==> src/design/cdsi_pkg.sv <==
// ----------------------------------------------------------------------------
// cdsi_pkg
// Shared types and constants for the checked decimal text to integer converter.
// ----------------------------------------------------------------------------
package cdsi_pkg;

    localparam int unsigned BYTE_W   = 8;
    localparam int unsigned DIGIT_W  = 4;
    localparam int unsigned ACC_W    = 34;
    localparam int unsigned VALUE_W  = 33;
    localparam int unsigned STATUS_W = 3;
    localparam int unsigned COUNT_W  = 4;
    localparam int unsigned TDATA_W  = 40;

    localparam int unsigned QDEPTH   = 4;
    localparam int unsigned QPTR_W   = 2;
    localparam int unsigned QCNT_W   = 3;

    localparam logic [COUNT_W-1:0] COUNT_SAT     = 4'd12;
    localparam logic [COUNT_W-1:0] MAX_DIGITS    = 4'd10;
    localparam logic [COUNT_W-1:0] MAX_NEG_CHARS = 4'd11;

    localparam logic [ACC_W-1:0] UNSIGNED_LIMIT = 34'd4294967295;
    localparam logic [ACC_W-1:0] POS_LIMIT      = 34'd2147483647;
    localparam logic [ACC_W-1:0] NEG_LIMIT      = 34'd2147483648;

    localparam logic [BYTE_W-1:0] CHAR_NUL   = 8'h00;
    localparam logic [BYTE_W-1:0] CHAR_ZERO  = 8'h30;
    localparam logic [BYTE_W-1:0] CHAR_NINE  = 8'h39;
    localparam logic [BYTE_W-1:0] CHAR_MINUS = 8'h2d;

    typedef enum logic [1:0] {
        KIND_DIGIT,
        KIND_MINUS,
        KIND_NUL,
        KIND_OTHER
    } kind_t;

    typedef enum logic [STATUS_W-1:0] {
        ST_OK       = 3'd0,
        ST_EMPTY    = 3'd1,
        ST_BAD_LEN  = 3'd2,
        ST_NONDIGIT = 3'd3,
        ST_RANGE    = 3'd4
    } status_t;

    typedef struct packed {
        kind_t              kind;
        logic [DIGIT_W-1:0] digit;
        logic               last;
    } item_t;

endpackage

==> src/design/checked_decimal_string_to_int_top.sv <==
// ----------------------------------------------------------------------------
// checked_decimal_string_to_int_top
// Decimal text to 32-bit integer converter with length and range checks.
// ----------------------------------------------------------------------------
// Feed the text one byte per beat with tlast on the buffer's final byte; each
// final byte yields one result beat carrying the value and a status code (the
// value is zero whenever the status is not ok). One byte is taken every cycle
// unless a result beat stalls: the parser's multiply-by-ten accumulate uses
// shifts and adds, and a four-entry queue between the input stage and the
// parser absorbs output stalls. The final byte passes through the input stage
// register and the queue before the parser registers the result. signed_mode
// is sampled when the final byte is parsed and should be written while idle.
module checked_decimal_string_to_int_top (
    input  logic                          aclk,
    input  logic                          aresetn,
    input  logic                          cfg_wr_en,
    input  logic                          cfg_wr_data,   // signed_mode
    input  logic                          s_tvalid,
    output logic                          s_tready,
    input  logic [cdsi_pkg::BYTE_W-1:0]   s_tdata,       // [7:0] text_byte
    input  logic                          s_tlast,       // last_byte
    output logic                          m_tvalid,
    input  logic                          m_tready,
    output logic [cdsi_pkg::TDATA_W-1:0]  m_tdata,       // [32:0] parsed_value
    output logic [cdsi_pkg::STATUS_W-1:0] m_tuser        // [2:0] status_code
);
    import cdsi_pkg::*;

    logic               signed_mode_reg, signed_mode_next;
    logic               f_valid, q_ready, q_valid, q_pop;
    item_t              f_item, q_item;
    logic [VALUE_W-1:0] value;
    status_t            status;

    assign signed_mode_next = cfg_wr_en ? cfg_wr_data : signed_mode_reg;

    always_ff @(posedge aclk) begin
        if (!aresetn) begin
            signed_mode_reg <= 1'b1;
        end else begin
            signed_mode_reg <= signed_mode_next;
        end
    end

    cdsi_front u_front (
        .aclk      (aclk),
        .aresetn   (aresetn),
        .s_tvalid  (s_tvalid),
        .s_tready  (s_tready),
        .s_tdata   (s_tdata),
        .s_tlast   (s_tlast),
        .out_valid (f_valid),
        .out_item  (f_item),
        .out_ready (q_ready)
    );

    cdsi_queue u_queue (
        .aclk       (aclk),
        .aresetn    (aresetn),
        .push_valid (f_valid),
        .push_item  (f_item),
        .push_ready (q_ready),
        .head_valid (q_valid),
        .head_item  (q_item),
        .pop        (q_pop)
    );

    cdsi_back u_back (
        .aclk        (aclk),
        .aresetn     (aresetn),
        .signed_mode (signed_mode_reg),
        .head_valid  (q_valid),
        .head_item   (q_item),
        .pop         (q_pop),
        .res_valid   (m_tvalid),
        .res_value   (value),
        .res_status  (status),
        .res_ready   (m_tready)
    );

    assign m_tdata = {{(TDATA_W-VALUE_W){1'b0}}, value};
    assign m_tuser = status;

endmodule

==> src/design/cdsi_front.sv <==
// ----------------------------------------------------------------------------
// cdsi_front
// Input stage: takes one text byte a beat and registers its class.
// ----------------------------------------------------------------------------
module cdsi_front (
    input  logic                        aclk,
    input  logic                        aresetn,
    input  logic                        s_tvalid,
    output logic                        s_tready,
    input  logic [cdsi_pkg::BYTE_W-1:0] s_tdata,
    input  logic                        s_tlast,
    output logic                        out_valid,
    output cdsi_pkg::item_t             out_item,
    input  logic                        out_ready
);
    import cdsi_pkg::*;

    logic  valid_reg, valid_next;
    item_t item_reg, item_next;
    item_t cls;
    logic  take;

    always_comb begin
        cls.last  = s_tlast;
        cls.digit = DIGIT_W'(s_tdata - CHAR_ZERO);
        if (s_tdata == CHAR_NUL) begin
            cls.kind = KIND_NUL;
        end else if (s_tdata == CHAR_MINUS) begin
            cls.kind = KIND_MINUS;
        end else if (s_tdata inside {[CHAR_ZERO:CHAR_NINE]}) begin
            cls.kind = KIND_DIGIT;
        end else begin
            cls.kind = KIND_OTHER;
        end
    end

    assign s_tready = !valid_reg || out_ready;
    assign take     = s_tvalid && s_tready;

    always_comb begin
        valid_next = valid_reg;
        item_next  = item_reg;
        if (take) begin
            valid_next = 1'b1;
            item_next  = cls;
        end else if (out_ready) begin
            valid_next = 1'b0;
        end
    end

    always_ff @(posedge aclk) begin
        if (!aresetn) begin
            valid_reg <= 1'b0;
        end else begin
            valid_reg <= valid_next;
        end
        item_reg <= item_next;
    end

    assign out_valid = valid_reg;
    assign out_item  = item_reg;

endmodule

==> src/design/cdsi_queue.sv <==
// ----------------------------------------------------------------------------
// cdsi_queue
// Short queue of classified bytes between the input stage and the parser.
// ----------------------------------------------------------------------------
module cdsi_queue (
    input  logic            aclk,
    input  logic            aresetn,
    input  logic            push_valid,
    input  cdsi_pkg::item_t push_item,
    output logic            push_ready,
    output logic            head_valid,
    output cdsi_pkg::item_t head_item,
    input  logic            pop
);
    import cdsi_pkg::*;

    item_t              slots [QDEPTH];
    logic [QPTR_W-1:0]  wr_ptr_reg, wr_ptr_next;
    logic [QPTR_W-1:0]  rd_ptr_reg, rd_ptr_next;
    logic [QCNT_W-1:0]  count_reg, count_next;
    logic               do_push, do_pop;

    assign push_ready = (count_reg != QCNT_W'(QDEPTH));
    assign head_valid = (count_reg != '0);
    assign head_item  = slots[rd_ptr_reg];
    assign do_push    = push_valid && push_ready;
    assign do_pop     = pop && head_valid;

    always_comb begin
        wr_ptr_next = do_push ? wr_ptr_reg + 1'b1 : wr_ptr_reg;
        rd_ptr_next = do_pop  ? rd_ptr_reg + 1'b1 : rd_ptr_reg;
        count_next  = count_reg;
        if (do_push && !do_pop) begin
            count_next = count_reg + 1'b1;
        end else if (do_pop && !do_push) begin
            count_next = count_reg - 1'b1;
        end
    end

    always_ff @(posedge aclk) begin
        if (!aresetn) begin
            wr_ptr_reg <= '0;
            rd_ptr_reg <= '0;
            count_reg  <= '0;
        end else begin
            wr_ptr_reg <= wr_ptr_next;
            rd_ptr_reg <= rd_ptr_next;
            count_reg  <= count_next;
        end
        if (do_push) begin
            slots[wr_ptr_reg] <= push_item;
        end
    end

endmodule

==> src/design/cdsi_back.sv <==
// ----------------------------------------------------------------------------
// cdsi_back
// Parser: accumulates digits, tracks length and errors, and registers one
// result per buffer.
// ----------------------------------------------------------------------------
module cdsi_back (
    input  logic                          aclk,
    input  logic                          aresetn,
    input  logic                          signed_mode,
    input  logic                          head_valid,
    input  cdsi_pkg::item_t               head_item,
    output logic                          pop,
    output logic                          res_valid,
    output logic [cdsi_pkg::VALUE_W-1:0]  res_value,
    output cdsi_pkg::status_t             res_status,
    input  logic                          res_ready
);
    import cdsi_pkg::*;

    logic [ACC_W-1:0]   mag_reg, mag_next;
    logic [COUNT_W-1:0] cnt_reg, cnt_next;
    logic               minus_reg, minus_next;
    logic               term_reg, term_next;
    logic               bad_reg, bad_next;
    logic               start_reg, start_next;

    logic               out_valid_reg, out_valid_next;
    logic [VALUE_W-1:0] out_value_reg, out_value_next;
    status_t            out_status_reg, out_status_next;

    logic [ACC_W-1:0]   mag_cur;
    logic [COUNT_W-1:0] cnt_cur, digits;
    logic               minus_cur, term_cur, bad_cur;
    logic [ACC_W-1:0]   neg_mag;
    logic [VALUE_W-1:0] fin_value;
    status_t            fin_status;

    // A result may only move when the output register has room.
    assign pop = head_valid && (!head_item.last || !out_valid_reg || res_ready);

    // Buffer state as seen by this byte: cleared at the start of a buffer.
    always_comb begin
        mag_cur   = start_reg ? '0   : mag_reg;
        cnt_cur   = start_reg ? '0   : cnt_reg;
        minus_cur = start_reg ? 1'b0 : minus_reg;
        term_cur  = start_reg ? 1'b0 : term_reg;
        bad_cur   = start_reg ? 1'b0 : bad_reg;
        digits    = cnt_cur - COUNT_W'(minus_cur);
    end

    always_comb begin
        mag_next   = mag_cur;
        cnt_next   = cnt_cur;
        minus_next = minus_cur;
        term_next  = term_cur;
        bad_next   = bad_cur;
        if (!term_cur) begin
            if (head_item.kind == KIND_NUL) begin
                term_next = 1'b1;
            end else begin
                if (cnt_cur == '0 && head_item.kind == KIND_MINUS) begin
                    minus_next = 1'b1;
                end else if (head_item.kind == KIND_DIGIT) begin
                    if (digits < MAX_DIGITS) begin
                        mag_next = (mag_cur << 3) + (mag_cur << 1)
                                 + ACC_W'(head_item.digit);
                    end
                end else begin
                    bad_next = 1'b1;
                end
                if (cnt_cur < COUNT_SAT) begin
                    cnt_next = cnt_cur + 1'b1;
                end
            end
        end
    end

    // Final checks in priority order: empty, length, character, range.
    always_comb begin
        neg_mag    = '0 - mag_next;
        fin_value  = '0;
        fin_status = ST_OK;
        if (cnt_next == '0) begin
            fin_status = ST_EMPTY;
        end else if (signed_mode && minus_next) begin
            if (cnt_next == 4'd1 || cnt_next > MAX_NEG_CHARS) begin
                fin_status = ST_BAD_LEN;
            end else if (bad_next) begin
                fin_status = ST_NONDIGIT;
            end else if (mag_next > NEG_LIMIT) begin
                fin_status = ST_RANGE;
            end else begin
                fin_value = neg_mag[VALUE_W-1:0];
            end
        end else begin
            if (cnt_next > MAX_DIGITS) begin
                fin_status = ST_BAD_LEN;
            end else if (bad_next || minus_next) begin
                fin_status = ST_NONDIGIT;
            end else if (mag_next > (signed_mode ? POS_LIMIT : UNSIGNED_LIMIT)) begin
                fin_status = ST_RANGE;
            end else begin
                fin_value = mag_next[VALUE_W-1:0];
            end
        end
    end

    always_comb begin
        start_next      = start_reg;
        out_valid_next  = out_valid_reg;
        out_value_next  = out_value_reg;
        out_status_next = out_status_reg;
        if (res_ready) begin
            out_valid_next = 1'b0;
        end
        if (pop) begin
            start_next = head_item.last;
            if (head_item.last) begin
                out_valid_next  = 1'b1;
                out_value_next  = fin_value;
                out_status_next = fin_status;
            end
        end
    end

    always_ff @(posedge aclk) begin
        if (!aresetn) begin
            start_reg     <= 1'b1;
            out_valid_reg <= 1'b0;
        end else begin
            start_reg     <= start_next;
            out_valid_reg <= out_valid_next;
        end
        if (pop) begin
            mag_reg   <= mag_next;
            cnt_reg   <= cnt_next;
            minus_reg <= minus_next;
            term_reg  <= term_next;
            bad_reg   <= bad_next;
        end
        out_value_reg  <= out_value_next;
        out_status_reg <= out_status_next;
    end

    assign res_valid  = out_valid_reg;
    assign res_value  = out_value_reg;
    assign res_status = out_status_reg;

endmodule

==> config.mk <==
export PLATFORM = sky130hd
export DESIGN_NAME = checked_decimal_string_to_int_top
export DESIGN_NICKNAME = d
export VERILOG_FILES = /design/src/design/cdsi_pkg.sv /design/src/design/checked_decimal_string_to_int_top.sv /design/src/design/cdsi_front.sv /design/src/design/cdsi_queue.sv /design/src/design/cdsi_back.sv
export SDC_FILE = /design/constraint.sdc
export NUM_CORES = 1
export LEC_CHECK = 0
export ABC_AREA = 1
export BUFFER_PORTS_ARGS = -buffer_cell sky130_fd_sc_hd__buf_2
export CAP_MARGIN = 20
export CORE_MARGIN = 1
export CORE_UTILIZATION = 45
export CTS_CLUSTER_DIAMETER = 80
export DETAILED_ROUTE_END_ITERATION = 8
export HOLD_SLACK_MARGIN = 0.05
export PLACE_DENSITY = 0.58
export SLEW_MARGIN = 20
export SYNTH_ARGS = -nofsm -noshare
export SYNTH_HDL_FRONTEND = slang
export SYNTH_SLANG_ARGS = --single-unit
==> constraint.sdc <==
create_clock -name aclk -period 4.2 [get_ports aclk]
set_input_delay 0.84 -clock aclk [delete_from_list [all_inputs] [get_ports aclk]]
set_output_delay 0.84 -clock aclk [all_outputs]
set_load 0.02 [all_outputs]
# --- Yosys cells after proc, flatten, opt, wreduce, memory -nomap -nowiden ---
# Memories as Yosys holds them, arrays and structs flattened. A register that Yosys moved wholly into a read port is not among the register bits.
# Cells that the tools add are included.
classes:
  eq_ne: 5
  n_mux: 49
  reduce_logical: 27
  magnitude_cmp: 8
  addsub: 10
ops:
  columns: ["op", "n"]
  rows:
  - ["two-way mux 33 bit", 7]
  - ["two-way mux 34 bit", 6]
  - ["adder 34 bit", 1]
  - ["adder 34 x 4 -> 34 bit", 1]
  - ["> comparator 34 x 32 -> 1 bit", 1]
  - ["> comparator 34 x 32 -> 1 bit, second input constant", 1]
  - ["subtractor 1 x 33 -> 33 bit, first input constant", 1]
  - ["two-way mux 32 bit", 1]
  - ["two-way mux 3 bit", 9]
  - ["two-way mux 1 bit", 18]
  - ["two-way mux 4 bit", 4]
  - ["logical AND 1 bit", 9]
  - ["equality test 8 x 6 -> 1 bit, second input constant", 1]
  - ["greater-or-equal comparator 8 x 6 -> 1 bit, second input constant", 1]
  - ["> comparator 4 bit, second input constant", 2]
  - ["<= comparator 8 x 6 -> 1 bit, second input constant", 1]
  - ["zero test 4 bit", 2]
  - ["zero test 8 bit", 1]
  - ["< comparator 4 bit, second input constant", 2]
  - ["two-way mux 2 bit", 4]
  - ["zero test 1 bit", 5]
  - ["logical OR 1 bit", 5]
  - ["adder 2 x 1 -> 2 bit, second input constant", 2]
  - ["adder 4 x 1 -> 4 bit, second input constant", 1]
  - ["other kinds (12)", 13]
word_totals:
  output_inout_bits: 45
  memories: 1
  in_bits: 15
  mem_bits_rw: 28
  ff_bits: 95
  word_cells: 117
mem_list:
  columns: ["name", "depth", "word_bits", "rd", "rd_ports_with_merged_regs", "write_ports", "line_no", "source"]
  rows:
  - ["u_queue.slots", 4, 7, 1, 1, 1, "cdsi_queue.sv:17", "item_t slots [QDEPTH];"]

# --- Depth between registers and ports, before layout ---
# Gate-level depths: netlist of run 1.
depth:
  depth_word: 13
  mapped_depth: 32

# --- Modules after synthesis ---
# A second synthesis of run 1 with hierarchy kept.
hier_totals:
  cells_unflattened: 1539
  area_unflattened_um2: 10695.3
modules_own_cells:
  columns: ["mod", "n_inst", "cells_per_inst", "area_each_um2"]
  rows:
  - ["cdsi_back", 1, 1353, 8678.3]
  - ["cdsi_queue", 1, 135, 1561.5]
  - ["cdsi_front", 1, 38, 355.3]
  - ["checked_decimal_string_to_int_top", 1, 13, 100.1]

# --- Least setup slack after synthesis of run 1 ---
# Ideal clock, no wire load.
synth_timing:
  path_type: "flip-flop to flip-flop"
  startpoint: "reg u_back.start_reg"
  endpoint: "reg u_back.out_value_reg[20], in the netlist u_back.res_value[20] (data pin)"
  path_buffers: 3
  path_stages_with_launch: 27
  period_less_slack_ns: 3.877
  setup_ns: 0.147
  path_slack_ns: 0.323
  t_arrival_ns: 3.730
  cell_sequence: "dfxtp_1 buf_6 clkbuf_1 nor2_1 fa_1 ha_1 or2_2 nand3_1 nand2_1 nand2_1 nand3_1 nand2_1 nand2_1 nand2_1 nand3_1 nand2_1 inv_1 ha_1 inv_1 nor2_1 nand3_1 nor2_1 nand3_1 nand2_2 buf_6 nand4_1 a21oi_1"
synth_via:
  elab_chain_len: 13
  elab_cells_between_ends: 45
  cone_classes: "add/sub (5); order compare (6); eq/ne (1); mux (27); reduce/logical (6)"
synth_lines:
  columns: ["element", "line_no", "source"]
  rows:
  - ["from (decl)", "cdsi_back.sv:25", "logic start_reg, start_next;"]
  - ["from (signal assigned)", "cdsi_back.sv:131", "start_reg <= start_next;"]
  - ["two-way mux 34 bit, or another cell as far along", "cdsi_back.sv:43", "mag_cur = start_reg ? '0 : mag_reg;"]
  - ["adder 34 bit / subtractor 4 x 1 -> 4 bit (equally long branches)", "cdsi_back.sv:65, cdsi_back.sv:48", null]
  - ["adder 34 x 4 -> 34 bit / < comparator 4 bit (equally long branches)", "cdsi_back.sv:66, cdsi_back.sv:64", null]
  - ["two-way mux 34 bit", "cdsi_back.sv:64", "if (digits < MAX_DIGITS) begin"]
  - ["two-way mux 34 bit", "cdsi_back.sv:63", "end else if (head_item.kind == KIND_DIGIT) begin"]
  - ["two-way mux 34 bit", "cdsi_back.sv:61", "if (cnt_cur == '0 && head_item.kind == KIND_MINUS) begin"]
  - ["two-way mux 34 bit", "cdsi_back.sv:58", "if (head_item.kind == KIND_NUL) begin"]
  - ["two-way mux 34 bit (*)", "cdsi_back.sv:57", "if (!term_cur) begin"]
  - ["via u_back.mag_next[31]", "cdsi_back.sv:20", "logic [ACC_W-1:0] mag_reg, mag_next;"]
  - ["> comparator 34 x 32 -> 1 bit (on tied branches)", "cdsi_back.sv:100, cdsi_back.sv:90", null]
  - ["two-way mux 33 bit (on tied branches)", "cdsi_back.sv:100, cdsi_back.sv:90", null]
  - ["two-way mux 33 bit (on tied branches)", "cdsi_back.sv:98, cdsi_back.sv:88", null]
  - ["two-way mux 33 bit (on tied branches)", "cdsi_back.sv:96, cdsi_back.sv:86", null]
  - ["two-way mux 33 bit (*)", "cdsi_back.sv:85", "end else if (signed_mode && minus_next) begin"]
  - ["to (signal assigned)", "cdsi_back.sv:141", "out_value_reg <= out_value_next;"]
  - ["to (decl)", "cdsi_back.sv:28", "logic [VALUE_W-1:0] out_value_reg, out_value_next;"]
# The timed path passes the listed nets; every way through them passes the cells marked *.
# A chain may end at the register's enable or synchronous reset.

==> impl_results.md, run 1 <==
* Synthesis-stage register bit count at approximately 130
* Clk slew on worst S/H paths at 0.07 ns
* Internal power at 5.38 mW
* Async set or reset register ratio after synthesis at 0
* Min-delay src: u_queue.rd_ptr_reg[1]
* Util after Layout at 0.537
* Slowest stage cell on the critical path: fa_2
* Drt drc at 0
* Cell taking the most area after synthesis: edfxtp_1
* Max Root-Sink Buffers at 2
* Die area at 23800 um2
* Startpoint types: register
* Clock power frac at 0.129
* Ant diodes at 0
* Routability cong. at 0.927
* Final nets at 1688
* Row count at 55
* First-pass GRT wire length at 48100 um
* Commonest cells in the netlist: nand2_1 (460), inv_1 (224), nor2_1 (180)
* Number of global-route vias before repair at 9483
* Critical path cell sequence: inv_2 -> nor2_1 -> o22ai_2 -> fa_2 -> fa_1 -> nand3_1 -> nand3_2 -> nand2_1 -> nand2_2 -> xnor2_1 -> nand2_1 -> nand2_1 -> nand2_1 -> nor2_1 -> nand4_1 -> nor2_4 -> nand3_2 -> nor2_4 -> xor2_2 -> nor2_1
* Crit path capture type: register
* Largest net degree at the start of global routing at 45
* Congestion Overflow GR at 0
* CP max FO at 8
* H-tree levels at 4
* Core area at 22700 um2
* Total number of vias at 9874
* Gate Count Post-Synth at ~1500
* IO Pins at 60
* Combinational power share at 0.664
* Final Hold Vio Count at 0
* Switching Fraction at 0.521
* Cts bufs inserted at 17
* Top-count cell post-synth: nand2_1
* PortBufs at 52
* Clock root cell: clkbuf_16
* WL per Instance at 15.9 um
* PwrDens at 920 nW/um2
* Cell variety after synth at 50
* CTS tree: done
* Fraction of layout instances using a drive strength above 1 at 0.170
* Post-synthesis sequential area ratio at 0.347
* Final worst path period share at 0.960
* DP Worst Slack at -0.127 ns
* HP Class: register to register
* CTS Sinks at 125
* Setup violators final at 0
* Clock skew at 0.0158 ns
* R2r setup slk at 0.17 ns
* Sequential share of power at 0.207
* Initial drt markers at about 640
* Die X at 154 um
* Outcome: finished, final reports clean
* HPWL Detailed at around 23000 um
* Slowest stage delay, CP at 0.51 ns
* Critical Path AT at roughly 4.2 ns
* Vias/cell at 5.21
* Max Slew Vio Count at 0
* Syn-to-layout area delta at 16.7%
* Synth Warn # at 0
* Hold depth at 2
* Routed Antenna Nets at 0
* Drt pass-1 iters at 5
* Switching Power at 5.84 mW
* R2r endpoint: u_back.res_value[32]
* Pwr Total at 11.2 mW
* Global-route usage over all layers at 0.258
* Die Ht at 154 um
* Most used cell, CP: nand2_1
* Maxcap violations at 0
* Main synth FF type: edfxtp_1
* Worst Max-Slew Pin Slew at 0.942 ns
* Max reg flops at 34
* Initial core utilization at 0.460
* Syn Std Cell Area at 10500 um2
* Top cells by area, synth: edfxtp_1 (32%), nand2_1 (17%), ha_1 (8.7%), inv_1 (8.0%), nor2_1 (6.5%)
* Syn Area/Cell at 7.05 um2
* Fmax achieved at approximately 0.25 GHz
* CTS Hold Bufs at 0
* Final TNS setup at 0 ns
* Worst Slack Setup Final at 0.166 ns
* Later-pin clock latency in the skew report at 0.42 ns
* Detailed Route WL at 30100 um
* Leak at roughly 6.2 nW
* Tmin final at 4.03 ns
* Number of fill cells in the layout at 2234
* Number of synthesized flops with an enable pin at 112
* WS Path Type: register to register
* Post-synth top area share at 0.322
* R2R depth at 20
* Hold_ws at 0.465 ns
* Worst rel slew slack at 0.366
* Initial antenna violation count at 0
* Peak VDD IR at 0.520 mV
* Critical path required time at 4.38 ns
[cell type report]
cell class	instances	area (um2)	share of cell area
inverters	235	895	0.0734
repair inverters	1	6.26	0.000513
multi-input cells	1088	5850	0.480
repair buffers	129	888	0.0729
flip-flops and latches	125	3630	0.298
clock inverters	14	135	0.0111
well taps	285	357	0.0292
clock buffers	18	429	0.0352
[metrics by stage]
stage / area, um2 / instances
floorplan: 10500 / 1489
global placement: 11400 / 1858
detailed placement: 11400 / 1858
CTS: 12000 / 1891
global route: 12200 / 1895
finish: 12200 / 1895
[worst max-delay path: cells and delay by family, from the launching register on]
| family | cells | cell delay [ns] |
|---|---|---|
| AO/OA/AOI/OAI | 1 | 0.20 |
| buffers and inverters | 1 | 0.14 |
| XOR/XNOR | 2 | 0.38 |
| adder cells (fa/ha/maj) | 2 | 0.97 |
| AND/OR/NAND/NOR | 14 | 1.77 |
| flip-flops | 1 | 0.34 |
[power by group through the flow]
stage,logic (mW),registers [mW],clock network [mW]
CTS,7.24,2.31,1.46
detailed placement,7.18,2.32,0
finish,7.45,2.32,1.45
global route,8.24,2.36,1.51
floorplan,4.69,2.49,0
global placement,7.15,2.33,0
[worst max path at each step]
stage	depth (start not counted)	end	slack, ns	from
finish	20	u_back.res_value[32]	0.17	register
global route	26	u_back.res_value[6]	-0.02	u_back.start_reg
CTS	20	u_back.res_value[32]	0.02	register
detailed placement	21	u_back.res_value[32]	-0.13	register
global placement	19	u_back.res_value[32]	-0.12	register
floorplan	26	u_back.res_value[20]	0.32	u_back.start_reg
[routing by layer]
layer,track usage,wire (um),vias to the layer above
li1,-,-,5005
met1,0.328,13300,4582
met2,0.463,14900,255
met3,0.0325,1400,32
met4,0.0632,480,0
met5,0,0,-
[kinds of logic after synthesis]
group / Yosys count / synth area share
xor+xnor: 22 / 0.0184
simple gates: 855 / 0.361
other cells: 1 / 0.000359
flops: 125 / 0.347
compound gates: 128 / 0.0671
fa+ha+maj: 76 / 0.0932
buf+inv: 276 / 0.113
[repair_timing]
item	4_1_cts	5_1_grt
pin swaps	2	9
buffers inserted	1	3
endpoints found under the setup margin	6	34
gates resized for setup	4	59
gates cloned	0	1
hold endpoints to repair	0	0
[cell usage in the layout, fill, tap and decap left out, drive strengths merged, types with 4 or more instances in the layout]
cell      n
o22ai     4
buf     129
nor2    194
edfxtp  112
conb      7
a21oi    74
o21ai    37
nand3b    6
nor3     14
xnor2     5
nand3    98
inv     241
dfxtp    13
clkinv    5
clkbuf   18
xor2     17
ha       73
nand4    55
nand2   482
(Power assumes the default switching activity.)
==> run 2: changes to the inputs <==
Settings changed: CORE_ASPECT_RATIO set to 0.7, CORE_UTILIZATION 45 to 60, PLACE_DENSITY 0.58 to 0.75.
==> run 2 against run 1 <==
Against the previous run:
- power down 3.0%
- flip-flop and latch count unchanged
- utilization up 17 points
- final area shrank 2.9%
- worst hold slack improved by 0.015 ns
- critical endpoint unchanged
- highest routed layer unchanged
==> impl_results.md, run 2 (synthesized netlist as in run 1, its figures left out) <==
* Crit path from: u_back.start_reg
* Fraction of layout instances using a drive strength above 1 at 0.151 (-0.0185)
* Tmin final at 4.02 ns (-0.0129 ns)
* Commonest non-fill, non-tap cells in the layout: nand2_1 (452), inv_1 (224), nor2_1 (162), edfxtp_1 (112), nand3_1 (81)
* CTS Sinks at 125 (unchanged)
* Leak at 6.00 nW (-3.2%)
* Outcome: finished, final reports clean
* Drt pass-1 iters at 8 (+3)
* PortBufs at 52 (unchanged)
* Slowest stage delay, CP at 0.49 ns (-0.02 ns)
* Die X at 160 um (+3.5%)
* Vias/cell at 5.60 (+7.5%)
* Initial antenna violation count at 0 (unchanged)
* Max Slew Vio Count at 0 (unchanged)
* Final Hold Vio Count at 0 (unchanged)
* Clk slew on worst S/H paths at 0.07 ns (about the same)
* Crit path capture type: register
* Ant diodes at 0 (unchanged)
* Pwr Total at 10.9 mW (-3.0%)
* RR Startpoint: u_back.start_reg
* Peak VDD IR at 0.787 mV (+52%)
* DP Worst Slack at -0.0155 ns (+0.111 ns)
* Global-route usage over all layers at 0.326 (+0.0679)
* Number of global-route vias before repair at 9381 (-1.1%)
* CP max FO at 11 (+3)
* First-pass GRT wire length at 46100 um (-4.0%)
* Routed Antenna Nets at 0 (unchanged)
* Total number of vias at 10100 (+1.8%)
* Critical path cell sequence: buf_8 -> nor2_2 -> fa_2 -> ha_1 -> nand3_1 -> nand3_1 -> nand3_1 -> nand3_2 -> nand2_1 -> nand2_1 -> nand2_1 -> nand2_2 -> inv_1 -> nor2_1 -> nand4_1 -> nor2_4 -> nand3_2 -> nor2_2 -> xor2_1 -> nor2_1
* Setup violators final at 0 (unchanged)
* Slowest stage cell on the critical path: fa_2
* CTS tree: done
* Core area at 16700 um2 (-27%)
* Worst Max-Slew Pin Slew at 0.961 ns (+0.0183 ns)
* Max Root-Sink Buffers at 2 (unchanged)
* Routability cong. at 0.960 (+3.6%)
* Detailed Route WL at 28800 um (-4.3%)
* Final non-filler cell area at 11800 um2 (-2.9%)
* Initial drt markers at 977 (+52%)
* Maxcap violations at 0 (unchanged)
* HPWL Detailed at 22000 um (-6.0%)
* Max reg flops at 34 (unchanged)
* R2r setup slk at 0.18 ns (about the same)
* Startpoint types: register
* Final nets at 1647 (-2.4%)
* Drt drc at 0 (unchanged)
* Clock skew at 0.0155 ns (-0.000300 ns)
* Worst Slack Setup Final at 0.179 ns (+0.0129 ns)
* Critical Path AT at 4.20 ns (about the same)
* Later-pin clock latency in the skew report at 0.43 ns (about the same)
* Clock root cell: clkbuf_16
* PwrDens at 919 nW/um2 (about the same)
* Largest net degree at the start of global routing at 45 (unchanged)
* Cts bufs inserted at 17 (unchanged)
* Commonest non-fill, non-tap cell in the layout: nand2_1
* Initial core utilization at 0.626 (+0.166)
* Syn-to-layout area delta at 13.3%
* Post-Place Cell Area at 11000 um2 (-3.3%)
* Critical path required time at 4.38 ns (about the same)
* HP Class: register to register
* Die area at 18000 um2 (-25%)
* Worst rel slew slack at 0.354 (-0.0123)
* Die Ht at 112 um (-27%)
* WL per Instance at 16.0 um (+1.1%)
* Final TNS setup at 0 ns (unchanged)
* IO Pins at 60 (unchanged)
* Final worst path period share at 0.957 (-0.00308)
* Min-delay src: u_queue.rd_ptr_reg[1]
* WS Path Type: register to register
* Congestion Overflow GR at 0 (unchanged)
* Fmax achieved at 0.249 GHz (+0.32%)
* CTS Hold Bufs at 0 (unchanged)
* H-tree levels at 4 (unchanged)
* Row count at 39 (-29%)
run 2: changes by cell type in the layout (fill, tap and decap cells not counted), moves of 4 or more:
cell     before  now
nand2_1     456  452
nand2_2      20   25
nor2_1      158  162
buf_4        73   32
nor2_2       23   19
run 2: final cells by class:
class	count	area (um2)
clock inverter	15	150
multi-input combinational	1088	5880
clock buffer	17	425
timing repair buffer	89	578
sequential	125	3630
inverter	235	895
fill	1416	4850
tap	225	282
run 2: repair_timing:
item | CTS | global route
resized for setup | 2 | 67
pin swaps | 0 | 6
endpoints found under the setup margin | 29 | 34
setup buffers | 0 | 1
run 2: stage by stage:
step	std cells	hold slack, ns	utilization
floorplan	1489	0.436	-
global placement	1761	0.451	0.660
detailed placement	1761	0.488	0.660
CTS	1793	0.490	0.695
global route	1794	0.515	0.709
finish	1794	0.480	0.709
run 2: worst max-delay path: cells and delay by family (launching register included):
family / cells / cell delay, ns
and+or+nand+nor: 15 / 2.11
adders and majority gates: 2 / 0.83
DFF: 1 / 0.36
buffers and inverters: 2 / 0.29
xor gates and xnor gates: 1 / 0.15
run 2: per-layer routing:
metal	wire (um)	GRT usage
met4	536	0.0833
met2	13500	0.536
met3	2430	0.0650
met1	12300	0.442
met5	0	0
run 2: final timing paths:
check,cells past startpoint,endpoint
max,20,u_back.res_value[32]
min,2,register
max reg2reg,20,u_back.res_value[32]
min reg2reg,2,register
run 2: where the power goes:
group / switching, mW / leakage (nW) / internal [mW]
Clock: 0.644 / 0.281 / 0.835
Sequential: 0.190 / 1.20 / 2.10
Combinational: 4.95 / 4.52 / 2.17
Total: 5.78 / 6.00 / 5.10
==> run 3: changes to the inputs <==
Settings changed: CORE_UTILIZATION 60 to 45, PLACE_DENSITY 0.75 to 0.58, SETUP_SLACK_MARGIN set to 0.5.
==> run 3 against run 2 <==
Against the previous run:
- worst hold slack worse by 0.023 ns
- sequential share of layout area is 4.0 points lower
- clock-buffer cell count is 4 higher
- final area is 15% higher
- critical path depth is 1 higher
- die area is 33% higher
- utilization is 11 points lower
- global-route usage is 5.8 points lower
- routed wire length is 11% higher
- final cell count is 8.2% higher
- clock skew is 0.0067 ns lower
==> impl_results.md, run 3 (synthesized netlist as in run 1, its figures left out) <==
* Outcome: finished, final reports clean
* Final Hold Vio Count at 0 (unchanged)
* Row count at 46 (+18%)
* Max Slew Vio Count at 0 (unchanged)
* R2r setup slk at 0.34 ns (+0.16 ns)
* Max reg flops at 34 (unchanged)
* Largest net degree at the start of global routing at 45 (unchanged)
* CTS Hold Bufs at 0 (unchanged)
* Vias/cell at 5.33 (-4.9%)
* PortBufs at 52 (unchanged)
* Clock root cell: clkbuf_16
* Worst rel slew slack at 0.350 (-0.00382)
* HP Class: register to register
* Die area at 23800 um2 (+33%)
* Die X at 184 um (+15%)
* CTS tree: done
* DP Worst Slack at -0.0648 ns (-0.0493 ns)
* Placed cell count at 1864 (+5.8%)
* Cell Count, Final, Fillers Out at 1941 (+8.2%)
* Congestion Overflow GR at 0 (unchanged)
* Global-route usage over all layers at 0.268 (-0.0577)
* Drt pass-1 iters at 6 (-2)
* Die Ht at 129 um (+15%)
* Initial core utilization at 0.460 (-0.167)
* Critical path required time at 4.38 ns (about the same)
* Commonest non-fill, non-tap cells in the layout: nand2_1 (394), inv_1 (212), nor2_1 (122), edfxtp_1 (112), buf_4 (69)
* Detailed Route WL at 31800 um (+11%)
* Hold depth at 2 (unchanged)
* CTS Sinks at 125 (unchanged)
* Crit path capture type: register
* Critical Path AT at 4.04 ns (-0.16 ns)
* First-pass GRT wire length at 49300 um (+6.7%)
* Drt drc at 0 (unchanged)
* Routability cong. at 0.922 (-4.0%)
* Worst Max-Slew Pin Slew at 0.966 ns (+0.00569 ns)
* RSZ-0062 raised after global routing: yes
* IO Pins at 60 (unchanged)
* HPWL Detailed at 23300 um (+6.0%)
* Syn-to-layout area delta at 30.2%
* Fmax achieved at 0.259 GHz (+4.1%)
* Initial antenna violation count at 0 (unchanged)
* Worst Slack Setup Final at 0.339 ns (+0.159 ns)
* WL per Instance at 16.4 um (+2.3%)
* Cts bufs inserted at 17 (unchanged)
* Max Root-Sink Buffers at 2 (unchanged)
* Routed Antenna Nets at 0 (unchanged)
* CP max FO at 8 (-3)
* Startpoint types: register
* WS Path Type: register to register
* Ant diodes at 0 (unchanged)
* Setup violators final at 0 (unchanged)
* Fraction of layout instances using a drive strength above 1 at 0.290 (+0.139)
* R2r endpoint: u_back.res_value[32]
* Final worst path period share at 0.919 (-0.0380)
* Maxcap violations at 0 (unchanged)
* Clock skew at 0.00888 ns (-0.00667 ns)
* Later-pin clock latency in the skew report at 0.43 ns (about the same)
* Initial drt markers at 855 (-12%)
* Min-delay src: u_queue.rd_ptr_reg[1]
* H-tree levels at 4 (unchanged)
* Clk slew on worst S/H paths at 0.06 ns (about the same)
* Final nets at 1707 (+3.6%)
* Number of global-route vias before repair at 9537 (+1.7%)
* Total number of vias at 10300 (+2.9%)
* R2R depth at 21 (+5.0%)
* Tmin final at 3.86 ns (-0.159 ns)
* Core area at 22700 um2 (+36%)
* Commonest non-fill, non-tap cell in the layout: nand2_1
## run 3: changes by cell type in the layout (fill, tap and decap cells not counted), sizes merged
cell      previous run  this run
buf                 89       147
bufinv               1         0
clkbuf              17        23
clkinv               4         2
clkinvlp             2         0
inv                243       244
## run 3: what timing repair did
action	4_1_cts	5_1_grt
cloned	4	3
pin swaps	79	63
resized for setup	194	132
setup buffers	33	5
endpoints found under the setup margin	34	34
## run 3: routing by layer
metal | wire length [um] | global-route usage
met2 | 14000 | 0.418
met4 | 410 | 0.0623
met3 | 2150 | 0.0455
met5 | 0 | 0
met1 | 15300 | 0.387
## run 3: cell type report
class | count | area [um2]
Tap cell | 312 | 390
Fill cell | 2068 | 9120
Clock buffer | 21 | 483
Timing Repair Buffer | 149 | 1210
Multi-Input combinational cell | 1088 | 6890
Inverter | 235 | 907
Sequential cell | 125 | 3630
Clock inverter | 11 | 93.8
## run 3: worst max-delay path by stage
stage          slack, ns                   end        startpoint
2_1_floorplan       0.51  u_back.res_value[32]          register
3_3_place_gp       -0.04  u_back.res_value[23]          register
3_5_place_dp       -0.06  u_back.res_value[23]          register
4_1_cts             0.40  u_back.res_value[23]          register
5_1_grt             0.11  u_back.res_value[20]  u_back.start_reg
6_report            0.34  u_back.res_value[32]          register
## run 3: stage by stage
step / util / TNS [ns] / area (um2) / hold WS [ns]
global placement: 0.496 / -0.0890 / 11300 / 0.454
finish: 0.599 / 0 / 13600 / 0.456
detailed placement: 0.496 / -0.153 / 11300 / 0.456
CTS: 0.570 / 0 / 13000 / 0.458
floorplan: - / 0 / 10500 / 0.436
global route: 0.599 / 0 / 13600 / 0.507
## run 3: critical path, stage by stage (launching register included)
cell and delay [ns]:
dfxtp_4 0.38, inv_8 0.09, nor2_4 0.04, o22ai_4 0.19, fa_2 0.52, fa_2 0.44, nand3_2 0.08, nand3_2 0.08
buf_6 0.15, nand2_4 0.06, nand2_4 0.07, xnor2_2 0.15, nand2_1 0.08, nand2_2 0.13, nand2_4 0.07, nor2_4 0.09
nand4_1 0.21, nor2_2 0.22, nand3_2 0.17, nor2_4 0.16, xor2_1 0.15, nor2_1 0.06
Power of run 3 is left out: the tool's default activity adds up to more than one toggle a clock period on the data nets, which glitch-free logic cannot reach.
